[src/hdl/mcbp_ram.sv]
// ---------------------------------------------------------------------------
// mcbp_ram
// generic single-write, single-read memory with registered read data
// ---------------------------------------------------------------------------
module mcbp_ram #(
    parameter int unsigned WIDTH = 8,
    parameter int unsigned DEPTH = 16
) (
    input  logic                                   i_clk,
    input  logic                                   i_we,
    input  logic [(DEPTH > 1 ? $clog2(DEPTH) : 1)-1:0] i_waddr,
    input  logic [WIDTH-1:0]                       i_wdata,
    input  logic [(DEPTH > 1 ? $clog2(DEPTH) : 1)-1:0] i_raddr,
    output logic [WIDTH-1:0]                       o_rdata
);

    logic [WIDTH-1:0] r_mem [DEPTH];
    logic [WIDTH-1:0] r_rdata;

    always_ff @(posedge i_clk) begin
        if (i_we) begin
            r_mem[i_waddr] <= i_wdata;
        end
        r_rdata <= r_mem[i_raddr];
    end

    assign o_rdata = r_rdata;

endmodule

[config.mk]
export PLATFORM = sky130hd
export DESIGN_NAME = mcbp_ram
export DESIGN_NICKNAME = d
export VERILOG_FILES = /design/src/hdl/mcbp_ram.sv
export SDC_FILE = /design/constraint.sdc
export NUM_CORES = 1
export LEC_CHECK = 0
export ABC_AREA = 1
export BUFFER_PORTS_ARGS = -buffer_cell sky130_fd_sc_hd__buf_2
export CORE_ASPECT_RATIO = 0.75
export CORE_UTILIZATION = 61
export DETAILED_ROUTE_END_ITERATION = 8
export GPL_ROUTABILITY_DRIVEN = 0
export PLACE_DENSITY = 0.88
export SKIP_LAST_GASP = 1
export SYNTH_ARGS = -nofsm -noshare
export SYNTH_HDL_FRONTEND = slang
export SYNTH_SLANG_ARGS = --single-unit
[constraint.sdc]
create_clock -name i_clk -period 1.64 [get_ports i_clk]
set_input_delay 0.41 -clock i_clk [delete_from_list [all_inputs] [get_ports i_clk]]
set_output_delay 0.41 -clock i_clk [all_outputs]
set_load 0.01 [all_outputs]
=== Word level (Yosys, flattened, before mapping) ===
Memory sizes are Yosys's and may differ from the RTL's. A register that Yosys moved wholly into a read port is not among the register bits.
Index checks and enable logic that the tools add are counted.

* Input port bits: 18
* Bits in writable memories: 128
* Logic and storage cells: 3
* Flip-flop bits (word level): 0
* Output and inout port bits: 8
* Memories: 1

{| class="wikitable"
|+ Memories
! memory !! depth !! width !! rd ports !! clocked after memory_dff !! wr ports !! line !! RTL
|-
| r_mem || 16 || 8 || 1 || 1 || 1 || 17 || <nowiki>logic [WIDTH-1:0] r_mem [DEPTH];</nowiki>
|}

* Mux-type cells: 2

{| class="wikitable"
|+ Operator list
! operator !! count
|-
| $mux 1 || 2
|}

=== Depth between registers and ports, before layout ===
* Depth after elaboration: 2
* Mapped depth: 8
* Mapped depth without buffers: 7

=== Least setup slack after synthesis ===
Ideal clock, no wire load.

* Kind: input port to flip-flop
* Start: input port i_waddr[2] (netlist bit)
* End: memory r_mem[10][0] (enable)
* Setup slack: 0.279 ns
* Arrival time: 0.991 ns
* Path buffers: 0
* Library setup time: 0.370 ns
* Data required time: 1.270 ns
* Stages on the path: 2
* Path through: nand3b_1 -> nor2_1

{| class="wikitable"
|+ RTL lines
! what !! line !! RTL
|-
| start, declared || 11 || <nowiki>input logic [(DEPTH > 1 ? $clog2(DEPTH) : 1)-1:0] i_waddr,</nowiki>
|-
| end, declared || 17 ||
|}

Straight into the memory's write port.

=== Worst setup path after layout ===
* Start: register r_rdata[7], in the netlist o_rdata[7] (read register of r_mem)
* End: output port o_rdata[7]

{| class="wikitable"
|+ RTL lines
! what !! line !! RTL
|-
| start, declared || 18 || <nowiki>logic [WIDTH-1:0] r_rdata;</nowiki>
|-
| end, declared || 14 || <nowiki>output logic [WIDTH-1:0] o_rdata</nowiki>
|}

No word-level cell between the ends.

==> metrics.csv <==
metric,value,unit
post-layout util,73.2,%
Total Power,0.00802,W
drc violations,0,
die height,86.2,um
DIE AREA,0.00985,mm^2
clock net sink count,136,
number of synthesized register bits,136,
antenna diode count,0,
post-CTS sizing,0,
status,"complete, no violations",
crit start category,flip-flop,
Worst Setup End Kind,primary output,
"Hold-fix buffers, CTS",0,
Slew headroom,66.6,%
fill count,626,
"delay-heaviest family, CP",flip-flops,
Peak VDD IR,0.000844,V
Synth cell types,12,
RSZ-0062 raised after global routing,false,
Compound-Gate Fraction of Synth Area,0,%
Synth Area in Adders,0,%
Max Root-Sink Buffers,2,
CTS HTree Levels,4,
Final Setup Violations,0,
gr usage total,28.3,%
Clock Skews,0.00822,ns
Initial Utilization,63.2,%
Worst-Skew Late Latency,0.41,ns
Vias/cell,5.41,
Rows,30,
setup bufs post-CTS,0,
placed inst area,0.00611,mm^2
Min-Delay Path Class,primary input to flip-flop,
drt wl/cell,17.1,um
Synth Area in XOR/XNOR,0,%
vias post-DR,3977,
global-route wire length before repair,19900,um
period utilisation layout,80.5,%
CP peak stage delay,0.36,ns
initial antenna violation count,0,
largest family of logic cells by synthesized area,simple AND/OR/NAND/NOR gates,
CTS tree,built,
post-DP HPWL,8040,um
multiplexer share of the synthesized area,0,%
Mapped Cells,551,
1st-iter DRT viols,552,
Worst path slowest cell,dfxtp_1,
Worst EP required,1.23,ns
Port-buffer cells,25,
Core ar.,0.00912,mm^2
Fmax,757,MHz
Antenna Nets Post-Route,0,
cts bufs inserted,17,
reg2reg path depth,6,
die width,114,um
simple-gate share of the synthesized area,21.0,%
Area Overhead vs Synth,15.8,%
pwr dens,1200,mW/mm^2
synth warn,0,
sequential share of the synthesized area,69.4,%
Worst Max-Slew Pin Slew,0.500,ns
gr ovfl total,0,
largest net degree at the start of global routing,65,
clk slew on worst S/H paths,0.05,ns
crit-path max FO,1,
Leak,2.93,nW
vias in the first global route,3766,
fin crit period,1.32,ns
Post-Route WL,12500,um
Netlist Area Pre-Place,0.00577,mm^2
Slew Limit Fails,0,
type of the worst setup path,flip-flop to primary output,
layout cells sized above 1,12.7,%
Final Hold Vio Count,0,
nets,612,
drt first pass iters,5,
Worst Path Buf+Inv,1,
Post-Layout Inst Area,0.00668,mm^2
TNS Setup,0,ns
Ports,26,
max-cap viol count,0,
worst path cell trace,buf_2,
Synth Net Count,569,
CTS root buf,clkbuf_16,
Stages on worst setup path,1,
"Data arrival, critical path",0.91,ns
worst hold stages,1,
syn avg cell area,10.5,um^2
-- report_power, final --
group	internal [W]	switching (W)	leakage [nW]
sequential	0.00389	0.0000253	1.22
clock	0.00229	0.00133	0.275
combinational	0.000152	0.000333	1.43
total	0.00633	0.00168	2.93
-- cells in the mapped netlist --
cell | instances | area share (%)
buf_1 | 1 | 0.065
buf_2 | 13 | 1.1
buf_4 | 4 | 0.52
buf_6 | 6 | 1.2
dfxtp_1 | 8 | 2.8
edfxtp_1 | 128 | 67
inv_1 | 100 | 6.5
inv_2 | 2 | 0.13
nand2_1 | 173 | 11
nand3_1 | 97 | 8.4
nand3b_1 | 2 | 0.26
nor2_1 | 17 | 1.1
-- metal layers --
layer / vias to the layer above / part of all wire, % / GRT usage (%)
met5: - / 0 / 0
met3: 27 / 8.4 / 8.18
met2: 222 / 47 / 42.9
li1: 1860 / - / -
met4: 0 / 1.8 / 10.7
met1: 1868 / 43 / 39.5
-- stage by stage --
stage	setup WS (ns)	cells	hold WS, ns
floorplan	0.279	551	0.509
global placement	0.203	703	0.655
detailed placement	0.176	703	0.662
CTS	0.314	735	0.383
global route	0.288	735	0.394
finish	0.319	735	0.395
-- layout make-up --
| type | count | area [um^2] | share of cell area [%] |
|---|---|---|---|
| Sequential cell | 136 | 4000 | 60.0 |
| Multi-Input combinational cell | 289 | 1210 | 18.2 |
| Clock buffer | 22 | 464 | 6.95 |
| Inverter | 102 | 383 | 5.74 |
| Timing Repair Buffer | 48 | 348 | 5.21 |
| Tap cell | 128 | 160 | 2.40 |
| Clock inverter | 10 | 103 | 1.54 |
-- worst paths after layout --
kind	start	end	slack (ns)
worst max-delay path	o_rdata[7]$_DFF_P_	o_rdata[7]	0.32
worst max register to register	r_mem[4][6]$_DFFE_PP_	o_rdata[6]$_DFF_P_	0.62
worst min-delay path	i_wdata[2]	r_mem[0][2]$_DFFE_PP_	0.39
worst min register to register	r_mem[13][5]$_DFFE_PP_	o_rdata[5]$_DFF_P_	0.67
-- sequential cells by signal (all words and copies together), names as in the netlist --
register and count:
o_rdata 8, r_mem 128
-- cells in the final DEF (no fill, tap or decap) --
cell type	n
nand2_1	173
edfxtp_1	128
inv_1	100
nand3_1	97
buf_2	25
buf_4	19
nor2_1	17
clkbuf_16	17
dfxtp_1	8
clkinv_2	4
buf_12	4
clkbuf_1	3
inv_2	2
nand3b_1	2
clkbuf_8	2
bufinv_16	2
clkinvlp_4	2
clkinv_1	2
-- cells by family (layout without fill, tap and decap cells) --
group / after synthesis / after routing
AND/OR/NAND/NOR: 289 / 289
flip-flops: 136 / 136
buffers and inverters: 126 / 182
No activity file was read; power rests on OpenSTA's default activity.
