$ cat src/hdl/mcbp_pkg.sv
// ---------------------------------------------------------------------------
// mcbp_pkg
// shared codes and types for the multi-channel byte pipe table
// ---------------------------------------------------------------------------
package mcbp_pkg;

    // request operations
    localparam logic [2:0] OP_INIT      = 3'd0;
    localparam logic [2:0] OP_CREATE    = 3'd1;
    localparam logic [2:0] OP_WRITE     = 3'd2;
    localparam logic [2:0] OP_READ      = 3'd3;
    localparam logic [2:0] OP_CLOSE_RD  = 3'd4;
    localparam logic [2:0] OP_CLOSE_WR  = 3'd5;

    // result status codes
    localparam logic [2:0] ST_OK        = 3'd0;
    localparam logic [2:0] ST_BAD       = 3'd1;
    localparam logic [2:0] ST_BLOCK     = 3'd2;
    localparam logic [2:0] ST_EOF       = 3'd3;
    localparam logic [2:0] ST_BROKEN    = 3'd4;
    localparam logic [2:0] ST_NOFREE    = 3'd5;

    // widest pipe index the table supports
    localparam int unsigned PIPE_IDX_W = 8;

    // open-flag update from the controller to the allocator
    typedef struct packed {
        logic                  clear_all;
        logic                  open;
        logic                  close_rd;
        logic                  close_wr;
        logic [PIPE_IDX_W-1:0] idx;
    } t_flag_cmd;

endpackage

$ cat src/hdl/mcbp_alloc.sv
// ---------------------------------------------------------------------------
// mcbp_alloc
// open flags of every pipe and the lowest-free-pipe search used by create
// ---------------------------------------------------------------------------
module mcbp_alloc #(
    parameter int unsigned NUM_PIPES = 8
) (
    input  logic                                i_clk,
    input  logic                                i_rst_n,
    input  mcbp_pkg::t_flag_cmd                 i_cmd,
    output logic [NUM_PIPES-1:0]                o_reader_open,
    output logic [NUM_PIPES-1:0]                o_writer_open,
    output logic                                o_free_found,
    output logic [mcbp_pkg::PIPE_IDX_W-1:0]     o_free_idx
);

    localparam int unsigned PW = NUM_PIPES > 1 ? $clog2(NUM_PIPES) : 1;

    logic [NUM_PIPES-1:0] r_rd_open, n_rd_open;
    logic [NUM_PIPES-1:0] r_wr_open, n_wr_open;
    logic [PW-1:0]        cmd_idx;

    assign cmd_idx = i_cmd.idx[PW-1:0];

    always_comb begin
        n_rd_open = r_rd_open;
        n_wr_open = r_wr_open;
        if (i_cmd.clear_all) begin
            n_rd_open = '0;
            n_wr_open = '0;
        end else begin
            if (i_cmd.open) begin
                n_rd_open[cmd_idx] = 1'b1;
                n_wr_open[cmd_idx] = 1'b1;
            end
            if (i_cmd.close_rd) begin
                n_rd_open[cmd_idx] = 1'b0;
            end
            if (i_cmd.close_wr) begin
                n_wr_open[cmd_idx] = 1'b0;
            end
        end
    end

    always_ff @(posedge i_clk) begin
        if (!i_rst_n) begin
            r_rd_open <= '0;
            r_wr_open <= '0;
        end else begin
            r_rd_open <= n_rd_open;
            r_wr_open <= n_wr_open;
        end
    end

    // lowest pipe with both ends closed wins
    always_comb begin
        o_free_found = 1'b0;
        o_free_idx   = '0;
        for (int i = NUM_PIPES - 1; i >= 0; i--) begin
            if (!r_rd_open[i] && !r_wr_open[i]) begin
                o_free_found = 1'b1;
                o_free_idx   = mcbp_pkg::PIPE_IDX_W'(i);
            end
        end
    end

    assign o_reader_open = r_rd_open;
    assign o_writer_open = r_wr_open;

endmodule

$ cat config.mk
export PLATFORM = sky130hd
export DESIGN_NAME = mcbp_alloc
export DESIGN_NICKNAME = d
export VERILOG_FILES = /design/src/hdl/mcbp_pkg.sv /design/src/hdl/mcbp_alloc.sv
export SDC_FILE = /design/constraint.sdc
export NUM_CORES = 1
export LEC_CHECK = 0
export BUFFER_PORTS_ARGS = -buffer_cell sky130_fd_sc_hd__buf_4
export CAP_MARGIN = 20
export CORE_MARGIN = 8
export CORE_UTILIZATION = 44
export DETAILED_ROUTE_END_ITERATION = 10
export PLACE_DENSITY_LB_ADDON = 0.3
export SLEW_MARGIN = 20
export SYNTH_ARGS = -nofsm -noshare
export SYNTH_HDL_FRONTEND = slang
export SYNTH_SLANG_ARGS = --single-unit
$ cat constraint.sdc
create_clock -name i_clk -period 1.23 [get_ports i_clk]
set_clock_uncertainty 0.05 [all_clocks]
set_input_delay 0.0615 -clock i_clk [delete_from_list [all_inputs] [get_ports i_clk]]
set_output_delay 0.0615 -clock i_clk [all_outputs]
set_load 0.01 [all_outputs]
### Word-level counts from Yosys, hierarchy flattened

Index checks and enable logic that the tools add are counted.

* bits of input ports: 14
* output and inout bits: 25
* flip-flop bits (word level): 16
* logic and storage cells: 60

* bitwise operators: 6
* order comparisons: 2
* multiplexer cells: 24
* reductions and logical operators: 26

Operator list (number)
* 2-to-1 mux 8 bit: 13
* AND 8 bit: 2
* logical NOT 1 bit: 16
* OR 8 bit: 2
* logical AND 1 bit: 9
* 2-to-1 mux 1 bit: 9
* inverter 8 bit: 1
* < comparator 3 x 4 -> 1 bit, second input constant: 1
* demux 1 bit (select 3 bit): 1
* >= comparator 3 x 1 -> 1 bit, second input constant: 1
* 2-to-1 mux 3 bit: 1
* OR reduction 2 bit: 1
* inverter 1 bit: 1

### Depth between registers and ports, before layout

* word-level depth: 10
* depth in mapped cells: 4
* depth with buffers taken out: 3

### Least setup slack after synthesis

OpenSTA, ideal clock, no wires.

* kind: register -> output
* start: register r_rd_open[0] (netlist: o_reader_open[0])
* end: output o_free_idx[2] (netlist name)
* buffers on the path: 0
* data required time: 1.118 ns
* setup slack: 0.030 ns
* stages on the path, launching flop included: 4
* arrival: 1.089 ns
* path through: dfxtp_1 -> or2_1 -> o21ai_0 -> nor4_1

* cells in the longest elaborated chain, start to end: 3

RTL lines
* start, declared: RTL line mcbp_alloc.sv:19 `logic [NUM_PIPES-1:0] r_rd_open, n_rd_open;`
* start signal, assigned: RTL line mcbp_alloc.sv:50 `r_rd_open <= n_rd_open;`
* logical NOT 1 bit: RTL line mcbp_alloc.sv:60 `if (!r_rd_open[i] && !r_wr_open[i]) begin`
* logical AND 1 bit: RTL line mcbp_alloc.sv:60
* 2-to-1 mux 8 bit: RTL line mcbp_alloc.sv:60
* end, declared: RTL line mcbp_alloc.sv:14 `output logic [mcbp_pkg::PIPE_IDX_W-1:0] o_free_idx`

No other way between the ends.

### Final worst setup path

Same ends and word-level chain as after synthesis.

==> impl_metrics.py <==
metrics = {
    "placed_design": {
        "port_buffers": 28,
        "gp_congestion": 0.728,
        "dp_slack_ns": 0.0506,
        "dp_hpwl_mm": 1.54,
    },
    "route": {
        "wl_per_cell_um": 14.3,
        "post-route-drc-count": 0,
        "routed_via_density": 5.37,
        "drt_iter0_drc": 8,
        "firstDrtPassIters": 4,
        "finalWirelength_mm": 2.03,
        "vias": 763,
        "drt.antenna.violating_nets": 0,
    },
    "global_routing": {
        "antenna_found_initial": 0,
        "grt_pass1_wl_mm": 3.26,
        "grt_max_degree": 17,
        "overflow": 0,
        "grt_pass1_vias": 723,
        "gr-usage-all-layers": 0.123,
    },
    "cells_and_area": {
        "layout_commonest_cell": "buf_4",
        "multi_input_area_um2": 450,
        "drive_gt1_frac": 0.479,
        "area_growth_pct": 41.4,
        "nNetsFinal": 132,
        "diodes": 0,
        "num-fill-cells": 155,
        "layout_common_cells": "buf_4 (30), a21oi_1 (17), a211oi_1 (16)",
        "final_core_util": 0.648,
        "ff_latch_area_um2": 343,
    },
    "clock_network": {
        "root_buffer": "clkbuf_4",
        "clock_latency_ns": 0.28,
        "numCtsBuffers": 3,
        "htreeDepth": 1,
        "clkSinkCount": 16,
        "path_clk_slew_ns": 0.09,
        "cts_buffer_depth": 2,
        "cts_tree": "built",
    },
    "critical_path": {
        "rr_worst_depth": 3,
        "r2r-end": "o_writer_open[6]$_SDFF_PP0_",
        "cp-start-kind": "flop",
        "worstPathRequired_ns": 1.12,
        "critPathMaxFanout": 4,
        "path_class": "flop to output pin",
        "rr_startpoint": "o_writer_open[6]$_SDFF_PP0_",
        "r2r_slack_ns": 0.39,
        "cp.arrival_ns": 1.28,
        "cp-end-kind": "output pin",
    },
    "yosys": {
        "yosys_warnings": 0,
        "netlist_area_um2": 782,
        "avgSynthCellArea_um2": 8.89,
        "synthCells": 88,
        "ys_seq_elements": 16,
        "yosysSeqAreaShare": 0.410,
        "synth_cell_types": 24,
    },
    "pwr": {
        "switching_power_uw": 242,
        "powerDensity_nw_per_um2": 900,
        "p_int_uw": 753,
        "power_frac_comb": 0.128,
        "pwr-share-seq": 0.529,
        "peakVddDrop_mv": 0.582,
        "switching_share": 0.243,
        "pwr-share-clk": 0.343,
        "cellLeakagePower_nw": 0.446,
    },
    "die": {
        "core_area_um2": 1710,
        "die_w_um": 58.2,
        "placementRows": 15,
        "die_area_um2": 3380,
        "io_pins": 39,
        "start_util": 0.458,
        "die_h_um": 58.2,
    },
    "run": {
        "cap_violations": 0,
    },
    "timing": {
        "tightest_slew_ns": 0.570,
        "setup_viol": 4,
        "hold_viol": 0,
        "fmax_mhz": 720,
        "finalMaxSlewViolations": 0,
        "period_share": 1.13,
        "rsz0062_at_grt": "yes",
        "fin_hold_ws_ns": 0.122,
        "max_slew_margin": 0.620,
        "layout_min_cycle_time_ns": 1.39,
        "setup_slack_ns": -0.159,
    },
    "hold_path": {
        "hp-class": "input pin to flop",
        "whs_endpoint": "o_writer_open[4]$_SDFF_PP0_",
        "hp-start": "i_cmd[10]",
        "holdPathStages": 3,
    },
    "run_status": {
        "status": "complete, but fails checks",
        "violations": "setup timing",
    },
}
-- critical path: stages, from the launching register on --
cell and delay, ns:
dfxtp_2 0.36, or2_4 0.13, o21ai_2 0.06, nor4_1 0.28
buf_4 0.17
-- timing repair --
item / in CTS / in global routing
setup buffers: 2 / 0
resized for setup: 14 / 9
endpoints found under the hold margin: 16 / 0
hold buffers: 2 / 0
pin swaps: 3 / 3
setup endpoints to repair: 4 / 4
-- stage by stage --
| stage | TNS (ns) | cell area, µm² | cells | power [mW] |
|---|---|---|---|---|
| after detailed placement | 0 | 976 | 134 | 0.662 |
| final | -0.528 | 1110 | 142 | 0.995 |
| after CTS | -0.710 | 1080 | 142 | 1.02 |
| after floorplan | 0 | 797 | 92 | 0.624 |
| after global routing | -0.847 | 1110 | 142 | 1.05 |
| after global placement | 0 | 976 | 134 | 0.660 |
-- cell families after synthesis --
| group | count (synthesis) | synth area share |
|---|---|---|
| buf+inv | 11 | 0.0800 |
| other cells | 1 | 0.00480 |
| compound gates | 41 | 0.331 |
| flops | 16 | 0.410 |
| simple gates | 19 | 0.174 |
-- Yosys cell counts, drive strengths merged --
library cell  count  area share
and3b             3       0.034
buf               8       0.064
nor3b             3       0.048
a22oi             1      0.0096
a211oi           16        0.15
nand3b            1      0.0096
nand2b            2       0.016
nor2              6       0.029
o32a              1       0.013
and3              1      0.0096
dfxtp            16        0.41
o22ai             2       0.016
or2               1      0.0080
nor4              1      0.0080
a21oi            17        0.11
conb              1      0.0048
nor3              1       0.013
o22a              1       0.011
clkbuf            3       0.016
o21ai             3       0.019
-- power by group through the flow --
stage	combinational, mW	clock (mW)	sequential [mW]
floorplan	0.0781	0	0.546
global placement	0.116	0	0.544
detailed placement	0.118	0	0.544
CTS	0.125	0.358	0.533
global route	0.140	0.382	0.528
finish	0.127	0.342	0.526
-- flip-flops by register name (all words and copies together), names as in the netlist --
| register | cells |
|---|---|
| o_writer_open | 8 |
| o_reader_open | 8 |
-- area by class of cell --
| class | count | share of cell area |
|---|---|---|
| multi-input combinational | 65 | 0.407 |
| sequential | 16 | 0.310 |
| timing repair buffer | 32 | 0.222 |
| clock buffer | 4 | 0.0328 |
| tap | 25 | 0.0283 |
-- how the worst max path moves through the flow --
stage,start,endpoint,depth (start not counted)
after global placement,o_reader_open[0]$_SDFF_PP0_,o_free_idx[2],4
final,o_reader_open[0]$_SDFF_PP0_,o_free_idx[2],4
after CTS,o_reader_open[6]$_SDFF_PP0_,o_free_idx[2],4
after detailed placement,o_reader_open[0]$_SDFF_PP0_,o_free_idx[2],4
after global routing,o_reader_open[0]$_SDFF_PP0_,o_free_idx[0],4
after floorplan,o_reader_open[0]$_SDFF_PP0_,o_free_idx[2],3
-- per-layer routing --
| metal | part of all wire | routed length [µm] | vias up | global-route usage |
|---|---|---|---|---|
| met3 | 0.069 | 139 | 2 | 0.0508 |
| met4 | 0.0069 | 14 | 0 | 0.0629 |
| li1 | - | - | 384 | - |
| met1 | 0.42 | 856 | 356 | 0.134 |
| met2 | 0.50 | 1010 | 21 | 0.199 |
| met5 | 0 | 0 | - | 0 |
Power figures use the tool's default switching activity.
